`src/rtl/hdu_pkg.sv`:
```
// ----------------------------------------------------------------------------
// hdu_pkg
// Shared types and constants for the half-duplex 8N1 serial engine.
// ----------------------------------------------------------------------------
`default_nettype none

package hdu_pkg;

  // Bit engine phase codes
  localparam logic [3:0] PH_IDLE     = 4'd0;
  localparam logic [3:0] PH_TX_START = 4'd1;
  localparam logic [3:0] PH_TX_DATA  = 4'd2;
  localparam logic [3:0] PH_TX_LAST  = 4'd3;
  localparam logic [3:0] PH_TX_STOP  = 4'd4;
  localparam logic [3:0] PH_RX_HALF  = 4'd5;
  localparam logic [3:0] PH_RX_DATA  = 4'd6;
  localparam logic [3:0] PH_RX_LAST  = 4'd7;
  localparam logic [3:0] PH_RX_STOP  = 4'd8;

  // Register indexes on the config port
  localparam logic REG_BIT_TIME      = 1'b0;
  localparam logic REG_HALF_BIT_TIME = 1'b1;

  // Register reset values
  localparam logic [7:0] BIT_TIME_RST      = 8'd25;
  localparam logic [7:0] HALF_BIT_TIME_RST = 8'd12;

  localparam logic [7:0] TICK_MAX = 8'hFF;
  localparam logic [2:0] LAST_BIT = 3'd7;

  typedef struct packed {
    logic [7:0] bit_time;
    logic [7:0] half_bit_time;
  } hdu_cfg_t;

  typedef struct packed {
    logic       rx_pin;
    logic       tx_start;
    logic [7:0] tx_byte;
  } hdu_in_t;

  typedef struct packed {
    logic       tx_pin;
    logic       tx_busy;
    logic       rx_valid;
    logic [7:0] rx_byte;
  } hdu_out_t;

endpackage

`default_nettype wire

```
`src/rtl/hdu_core.sv`:
```
// ----------------------------------------------------------------------------
// hdu_core
// Shared bit engine and tick timer: one tick per request, state updated
// on each accepted request, result formed in the same pass.
// ----------------------------------------------------------------------------
`default_nettype none

module hdu_core (
  input  wire               clk_i,
  input  wire               rst_ni,
  input  wire               step_i,
  input  hdu_pkg::hdu_cfg_t cfg_i,
  input  hdu_pkg::hdu_in_t  in_i,
  output hdu_pkg::hdu_out_t res_o
);
  import hdu_pkg::*;

  logic [3:0] phase_q, phase_d;
  logic [7:0] tick_q, tick_d;
  logic [2:0] bit_idx_q, bit_idx_d;
  logic [7:0] tx_shift_q, tx_shift_d;
  logic [7:0] rx_shift_q, rx_shift_d;
  logic       tx_pend_q, tx_pend_d;
  logic       line_q, line_d;
  logic       rx_valid;
  logic [7:0] tick_inc;
  logic       bit_done;

  // Next state for one tick
  always_comb begin
    phase_d    = phase_q;
    bit_idx_d  = bit_idx_q;
    tx_shift_d = tx_shift_q;
    rx_shift_d = rx_shift_q;
    tx_pend_d  = tx_pend_q;
    line_d     = line_q;
    rx_valid   = 1'b0;

    tick_inc = (tick_q == TICK_MAX) ? tick_q : tick_q + 8'd1;
    bit_done = (tick_inc >= cfg_i.bit_time);
    tick_d   = tick_inc;

    unique case (phase_q)
      PH_IDLE: begin
        if (tx_pend_q) begin
          line_d  = 1'b0;
          tick_d  = '0;
          phase_d = PH_TX_START;
        end else if (!in_i.rx_pin) begin
          rx_shift_d = '0;
          bit_idx_d  = '0;
          tick_d     = '0;
          phase_d    = PH_RX_HALF;
        end
      end
      PH_TX_START: begin
        if (bit_done) begin
          bit_idx_d  = '0;
          line_d     = tx_shift_q[0];
          tx_shift_d = {1'b0, tx_shift_q[7:1]};
          tick_d     = '0;
          phase_d    = PH_TX_DATA;
        end
      end
      PH_TX_DATA: begin
        if (bit_idx_q != LAST_BIT) begin
          if (bit_done) begin
            tick_d     = '0;
            line_d     = tx_shift_q[0];
            tx_shift_d = {1'b0, tx_shift_q[7:1]};
            bit_idx_d  = bit_idx_q + 3'd1;
          end
        end else begin
          phase_d = PH_TX_LAST;
        end
      end
      PH_TX_LAST: begin
        if (bit_done) begin
          tick_d  = '0;
          line_d  = 1'b1;
          phase_d = PH_TX_STOP;
        end
      end
      PH_TX_STOP: begin
        if (bit_done) begin
          tx_pend_d = 1'b0;
          phase_d   = PH_IDLE;
        end
      end
      PH_RX_HALF: begin
        if (tick_inc >= cfg_i.half_bit_time) begin
          tick_d  = '0;
          phase_d = PH_RX_DATA;
        end
      end
      PH_RX_DATA: begin
        if (bit_idx_q != LAST_BIT) begin
          if (bit_done) begin
            tick_d     = '0;
            // sample into bit 6 while shifting the older bits right
            rx_shift_d = {1'b0, in_i.rx_pin, rx_shift_q[6:1]};
            bit_idx_d  = bit_idx_q + 3'd1;
          end
        end else begin
          phase_d = PH_RX_LAST;
        end
      end
      PH_RX_LAST: begin
        if (bit_done) begin
          tick_d     = '0;
          rx_shift_d = {in_i.rx_pin, rx_shift_q[6:0]};
          phase_d    = PH_RX_STOP;
        end
      end
      PH_RX_STOP: begin
        if (bit_done) begin
          rx_valid = 1'b1;
          phase_d  = PH_IDLE;
        end
      end
      default: begin
        phase_d = PH_IDLE;
      end
    endcase

    // latch a new transmit request if none pending
    if (in_i.tx_start && !tx_pend_d) begin
      tx_pend_d  = 1'b1;
      tx_shift_d = in_i.tx_byte;
    end
  end

  assign res_o.tx_pin   = line_d;
  assign res_o.tx_busy  = tx_pend_d;
  assign res_o.rx_valid = rx_valid;
  assign res_o.rx_byte  = rx_shift_d;

  // State registers, advanced once per accepted tick
  always_ff @(posedge clk_i or negedge rst_ni) begin
    if (!rst_ni) begin
      phase_q    <= PH_IDLE;
      tick_q     <= '0;
      bit_idx_q  <= '0;
      tx_shift_q <= '0;
      rx_shift_q <= '0;
      tx_pend_q  <= 1'b0;
      line_q     <= 1'b1;
    end else if (step_i) begin
      phase_q    <= phase_d;
      tick_q     <= tick_d;
      bit_idx_q  <= bit_idx_d;
      tx_shift_q <= tx_shift_d;
      rx_shift_q <= rx_shift_d;
      tx_pend_q  <= tx_pend_d;
      line_q     <= line_d;
    end
  end

endmodule

`default_nettype wire

```
`src/rtl/half_duplex_soft_uart_8n1.sv`:
```
// ----------------------------------------------------------------------------
// half_duplex_soft_uart_8n1
// Half-duplex 8N1 UART with one shared bit engine and tick timer.
// ----------------------------------------------------------------------------
// Usage:
//   Each request on the s_axis channel is one timer tick: tdata carries the
//   sampled receive pin and the byte to send, tuser the transmit request.
//   Every tick yields exactly one result on m_axis: the transmit pin level,
//   the busy flag and the receive shift register in tdata, rx_valid in tuser.
//   The result is registered and appears in the cycle after its accept;
//   one tick per clock unless m_axis stalls; engine and timer update at once.
//   The output register frees itself in the cycle it is taken, so s_axis
//   stays ready while m_axis drains; a stall on m_axis (tready low with a
//   result held) stalls s_axis and freezes the engine, so no tick is lost.
//   Reset puts the engine idle, the timer at zero, the transmit line high,
//   and loads bit_time = 25, half_bit_time = 12.
//   APB registers: 0x0 bit_time, 0x4 half_bit_time (low 8 bits used);
//   write them only while no tick is in flight.
// ----------------------------------------------------------------------------
`default_nettype none

module half_duplex_soft_uart_8n1 (
  input  wire         clk_i,
  input  wire         rst_ni,
  // tick stream in
  input  wire         s_axis_tvalid,
  output logic        s_axis_tready,
  input  wire  [15:0] s_axis_tdata,  // [0] rx_pin, [8:1] tx_byte, [15:9] zero
  input  wire         s_axis_tuser,  // [0] tx_start
  // result stream out
  output logic        m_axis_tvalid,
  input  wire         m_axis_tready,
  output logic [15:0] m_axis_tdata,  // [0] tx_pin, [1] tx_busy, [9:2] rx_byte
  output logic        m_axis_tuser,  // [0] rx_valid
  // config port
  input  wire         psel,
  input  wire         penable,
  input  wire         pwrite,
  input  wire  [2:0]  paddr,
  input  wire  [31:0] pwdata,
  output logic [31:0] prdata,
  output logic        pready
);
  import hdu_pkg::*;

  hdu_cfg_t   cfg_q;
  hdu_in_t    item;
  hdu_out_t   res;
  logic       accept;
  logic       cfg_wr;
  logic       out_valid_q;
  hdu_out_t   out_q;

  // APB register file
  assign pready = 1'b1;
  assign cfg_wr = psel && penable && pwrite;

  always_ff @(posedge clk_i or negedge rst_ni) begin
    if (!rst_ni) begin
      cfg_q.bit_time      <= BIT_TIME_RST;
      cfg_q.half_bit_time <= HALF_BIT_TIME_RST;
    end else if (cfg_wr) begin
      unique case (paddr[2])
        REG_BIT_TIME:      cfg_q.bit_time      <= pwdata[7:0];
        REG_HALF_BIT_TIME: cfg_q.half_bit_time <= pwdata[7:0];
        default:           ;
      endcase
    end
  end

  always_comb begin
    unique case (paddr[2])
      REG_BIT_TIME:      prdata = {24'd0, cfg_q.bit_time};
      REG_HALF_BIT_TIME: prdata = {24'd0, cfg_q.half_bit_time};
      default:           prdata = '0;
    endcase
  end

  // Input unpack and handshake
  assign item.rx_pin   = s_axis_tdata[0];
  assign item.tx_byte  = s_axis_tdata[8:1];
  assign item.tx_start = s_axis_tuser;

  assign s_axis_tready = !out_valid_q || m_axis_tready;
  assign accept        = s_axis_tvalid && s_axis_tready;

  hdu_core u_core (
    .clk_i  (clk_i),
    .rst_ni (rst_ni),
    .step_i (accept),
    .cfg_i  (cfg_q),
    .in_i   (item),
    .res_o  (res)
  );

  // Result register
  always_ff @(posedge clk_i or negedge rst_ni) begin
    if (!rst_ni) begin
      out_valid_q <= 1'b0;
    end else if (s_axis_tready) begin
      out_valid_q <= s_axis_tvalid;
    end
  end

  always_ff @(posedge clk_i) begin
    if (accept) begin
      out_q <= res;
    end
  end

  assign m_axis_tvalid = out_valid_q;
  assign m_axis_tdata  = {6'd0, out_q.rx_byte, out_q.tx_busy, out_q.tx_pin};
  assign m_axis_tuser  = out_q.rx_valid;

endmodule

`default_nettype wire
```
`config.mk`:
```
export PLATFORM = sky130hd
export DESIGN_NAME = half_duplex_soft_uart_8n1
export DESIGN_NICKNAME = d
export VERILOG_FILES = /design/src/rtl/hdu_pkg.sv /design/src/rtl/hdu_core.sv /design/src/rtl/half_duplex_soft_uart_8n1.sv
export SDC_FILE = /design/constraint.sdc
export NUM_CORES = 1
export LEC_CHECK = 0
export BUFFER_PORTS_ARGS = -buffer_cell sky130_fd_sc_hd__buf_2
export CAP_MARGIN = 20
export CORE_ASPECT_RATIO = 1.2
export CORE_MARGIN = 10
export CORE_UTILIZATION = 30
export CTS_CLUSTER_SIZE = 12
export DETAILED_ROUTE_END_ITERATION = 12
export GPL_TIMING_DRIVEN = 0
export PLACE_DENSITY = 0.58
export SETUP_SLACK_MARGIN = 0.3
export SYNTH_ARGS = -nofsm -noshare
export SYNTH_HDL_FRONTEND = slang
export SYNTH_SLANG_ARGS = --single-unit
```
`constraint.sdc`:
```
create_clock -name clk_i -period 3.4 [get_ports clk_i]
set_clock_uncertainty 0.05 [all_clocks]
set_input_delay 0.34 -clock clk_i [delete_from_list [all_inputs] [get_ports clk_i]]
set_output_delay 0.34 -clock clk_i [all_outputs]
set_load 0.005 [all_outputs]
```
==> flow_metrics.tcl <==
set metrics [dict create \
    drt-total-wl_mm 10.0 \
    holdCritPathClass "in -> reg" \
    syn_to_final_growth_pct 34.5 \
    firstDrtPassIters 4 \
    first_global_vias 3187 \
    clockBufferDepth 2 \
    whs_endpoint "u_core.tx_shift_q[7]$_DFFE_PN0P_" \
    place_area_um2 4420 \
    viasPerCell 4.77 \
    avgSynthCellArea_um2 9.78 \
    ir_drop_v 0.000311 \
    die-area_um2 17800 \
    worst_setup_path_start_kind "register" \
    diodes 0 \
    core.rowCount 45 \
    start_util 0.305 \
    design_area_um2 5180 \
    maxSlewViolCount 0 \
    grt_overflow 0 \
    maxCapViolations 0 \
    r2r_setup_slack_ns 0.23 \
    nets 584 \
    ys_top_cells_by_area "dfrtp_1, edfxtp_1, buf_4, ha_1, mux2_2" \
    stdcell_count 675 \
    synth-edff-count 11 \
    worst_r2r_path_depth 13 \
    ys_async_sr_fraction 0.820 \
    drt_iter0_markers 94 \
    clock_sinks 61 \
    synth_cells 394 \
    worstMarginPinSlew_ns 0.669 \
    nFillCells 1242 \
    syn_area_um2 3850 \
    vias 3223 \
    rsz0062_at_grt "yes" \
    yosysWarningCount 0 \
    drcViolationCount 0 \
    crit_type "reg -> reg" \
    synth.largest_area_cell "dfrtp_1" \
    finalSetupViolCount 0 \
    p_leak_nw 2.37 \
    die_x_um 123 \
    clockRootBuffer "clkbuf_16" \
    cp.required_ns 3.62 \
    yosysTopAreaCellShare 0.286 \
    whs_path_depth 3 \
    r2r_end "u_core.phase_q[2]$_DFFE_PN0P_" \
    io_pins 111 \
    cts_buffers 9 \
    hp-start "s_axis_tdata[8]" \
    period_share 0.932 \
    grt_max_degree 38 \
    fin_crit_ns 3.17 \
    p_per_area_nw_per_um2 714 \
    grt_usage 0.112 \
    cts_tree "built" \
    antenna_found_initial 0 \
    antenna_left 0 \
    portBuffers 45 \
    wl_per_cell_um 14.9 \
    yosys_most_used_dff "dfrtp_1" \
    cp.arrival_ns 3.39 \
    end_kind "register" \
    grt_pass1_wl_mm 15.9 \
    die_h_um 144 \
    ys_ff_latch 61 \
    cp_max_fo 6 \
    multiInputGateArea_um2 2220 \
    finalPower_w 0.00370 \
    seqCellArea_um2 1590 \
    ys_types 57 \
    clkTransAtPathRegs_ns 0.05 \
    r2r_start "u_core.tick_q[1]$_DFFE_PN0P_" \
    dp_hpwl_mm 7.01 \
    drive_gt1_frac 0.380 \
    place_inst 633 \
    cts-htree-levels 3 \
    final-hold-violation-count 0 \
    clk_latency_ns 0.34 \
    status "finished clean" \
    gp_congestion 0.893 \
    seq_area_frac_synth 0.412 \
    core_um2 12600 \
    max_freq_mhz 315 \
    maxSlewHeadroom 0.549 \
]
-- critical path, stage by stage, from the launching register on --
cell	delay (ns)
dfrtp_1	0.41
ha_4	0.18
and3_4	0.14
buf_8	0.12
buf_4	0.13
o21a_4	0.21
ha_4	0.26
o21a_1	0.12
a21oi_2	0.08
o31a_4	0.40
a2111o_2	0.50
buf_4	0.17
o211ai_1	0.16
a32o_1	0.18
-- routing by layer --
| metal | global-route usage | wire length, um | up-vias |
|---|---|---|---|
| li1 | - | - | 1567 |
| met1 | 0.128 | 4220 | 1552 |
| met4 | 0.0516 | 160 | 0 |
| met3 | 0.0296 | 593 | 12 |
| met2 | 0.191 | 5060 | 92 |
| met5 | 0 | 0 | - |
-- where the power goes --
group,internal [W],switching (W),total (W)
combinational,0.000767,0.000842,0.00161
sequential,0.00100,0.000160,0.00116
clock,0.000607,0.000322,0.000929
-- worst max path at each step --
| stage | startpoint | to | slack [ns] | cells past startpoint |
|---|---|---|---|---|
| 5_1_grt | u_core.tick_q[0]$_DFFE_PN0P_ | u_core.phase_q[2]$_DFFE_PN0P_ | 0.10 | 12 |
| 3_5_place_dp | u_core.tick_q[0]$_DFFE_PN0P_ | u_core.tx_shift_q[2]$_DFFE_PN0P_ | -0.14 | 13 |
| 3_3_place_gp | u_core.tick_q[0]$_DFFE_PN0P_ | u_core.tx_shift_q[6]$_DFFE_PN0P_ | -0.09 | 13 |
| 4_1_cts | u_core.tick_q[1]$_DFFE_PN0P_ | u_core.bit_idx_q[1]$_DFFE_PN0P_ | 0.16 | 13 |
| 2_1_floorplan | u_core.tick_q[0]$_DFFE_PN0P_ | u_core.bit_idx_q[0]$_DFFE_PN0P_ | 0.32 | 13 |
| 6_report | u_core.tick_q[1]$_DFFE_PN0P_ | u_core.phase_q[2]$_DFFE_PN0P_ | 0.23 | 13 |
-- logic make-up after synthesis --
| logic type | share of synthesized area |
|---|---|
| simple gates | 0.154 |
| compound gates | 0.194 |
| buf+inv | 0.103 |
| flops | 0.412 |
| mux | 0.0672 |
| fa+ha+maj | 0.0617 |
| xor+xnor | 0.00682 |
| other cells | 0.00195 |
-- cell type report --
cell class | count | share of cell area
well taps | 164 | 0.0396
repair buffers | 72 | 0.0898
flip-flops and latches | 61 | 0.307
multi-input cells | 293 | 0.428
clock inverters | 2 | 0.00676
inverters | 26 | 0.0188
clock buffers | 14 | 0.0509
plain buffers | 43 | 0.0596
-- Yosys cell counts (5+ instances only) --
cell       number
or2b_1          5
nor2b_1         5
o21ai_0        32
clkbuf_1        6
nand3_1         9
dfrtp_1        44
o221a_1         7
nand2_1        40
o2bb2ai_1       8
inv_1          26
ha_1           19
and3_1          5
dfstp_2         6
edfxtp_1       11
nor2_1         23
buf_4          32
a21oi_1        10
mux2_2         19
o21bai_1        6
nand2b_1       12
-- what timing repair did --
action                                 CTS  global route
endpoints found under the hold margin    9             0
gates resized for setup                 24            27
setup buffers                           15             9
setup endpoints to repair               44            44
pin swaps                               11            23
hold buffers                             1             0
-- flip-flops by register name, indices dropped and copies added, names as in the netlist --
register,cells
u_core.tx_shift_q,8
u_core.tick_q,8
u_core.phase_q,4
m_axis_tuser,1
u_core.bit_idx_q,3
m_axis_tvalid,1
u_core.rx_shift_q,8
m_axis_tdata,10
u_core.line_q,1
u_core.tx_pend_q,1
cfg_q,16
-- metrics by stage --
stage               TNS, ns  hold WS, ns  setup WS (ns)   util
floorplan                 0     -0.00559          0.319      -
global placement      -1.17        0.439        -0.0943  0.349
detailed placement    -1.86        0.216         -0.141  0.350
CTS                       0        0.159          0.163  0.393
global route              0        0.180          0.105  0.411
finish                    0        0.163          0.230  0.411
-- layout by cell type, fill, tap and decap left out, types with 5 or more instances in the layout --
cell / synthesis / final
buf_4: 32 / 52
nand2b_1: 12 / 12
nand2_1: 40 / 40
a21oi_1: 10 / 8
ha_1: 19 / 14
clkbuf_1: 6 / 8
nor2_1: 23 / 23
mux2_2: 19 / 17
edfxtp_1: 11 / 11
ha_4: 0 / 5
clkbuf_16: 0 / 9
o21ai_2: 0 / 7
conb_1: 2 / 31
dfrtp_1: 44 / 43
o21ai_0: 32 / 28
mux2_4: 3 / 5
dfstp_2: 6 / 6
inv_1: 26 / 26
o2bb2ai_1: 8 / 8
nand3_1: 9 / 5
or2b_1: 5 / 5
buf_2: 4 / 49
o21bai_1: 6 / 6
o221a_1: 7 / 7
nor2b_1: 5 / 5
Note: power is estimated with default switching activity, not from simulation.
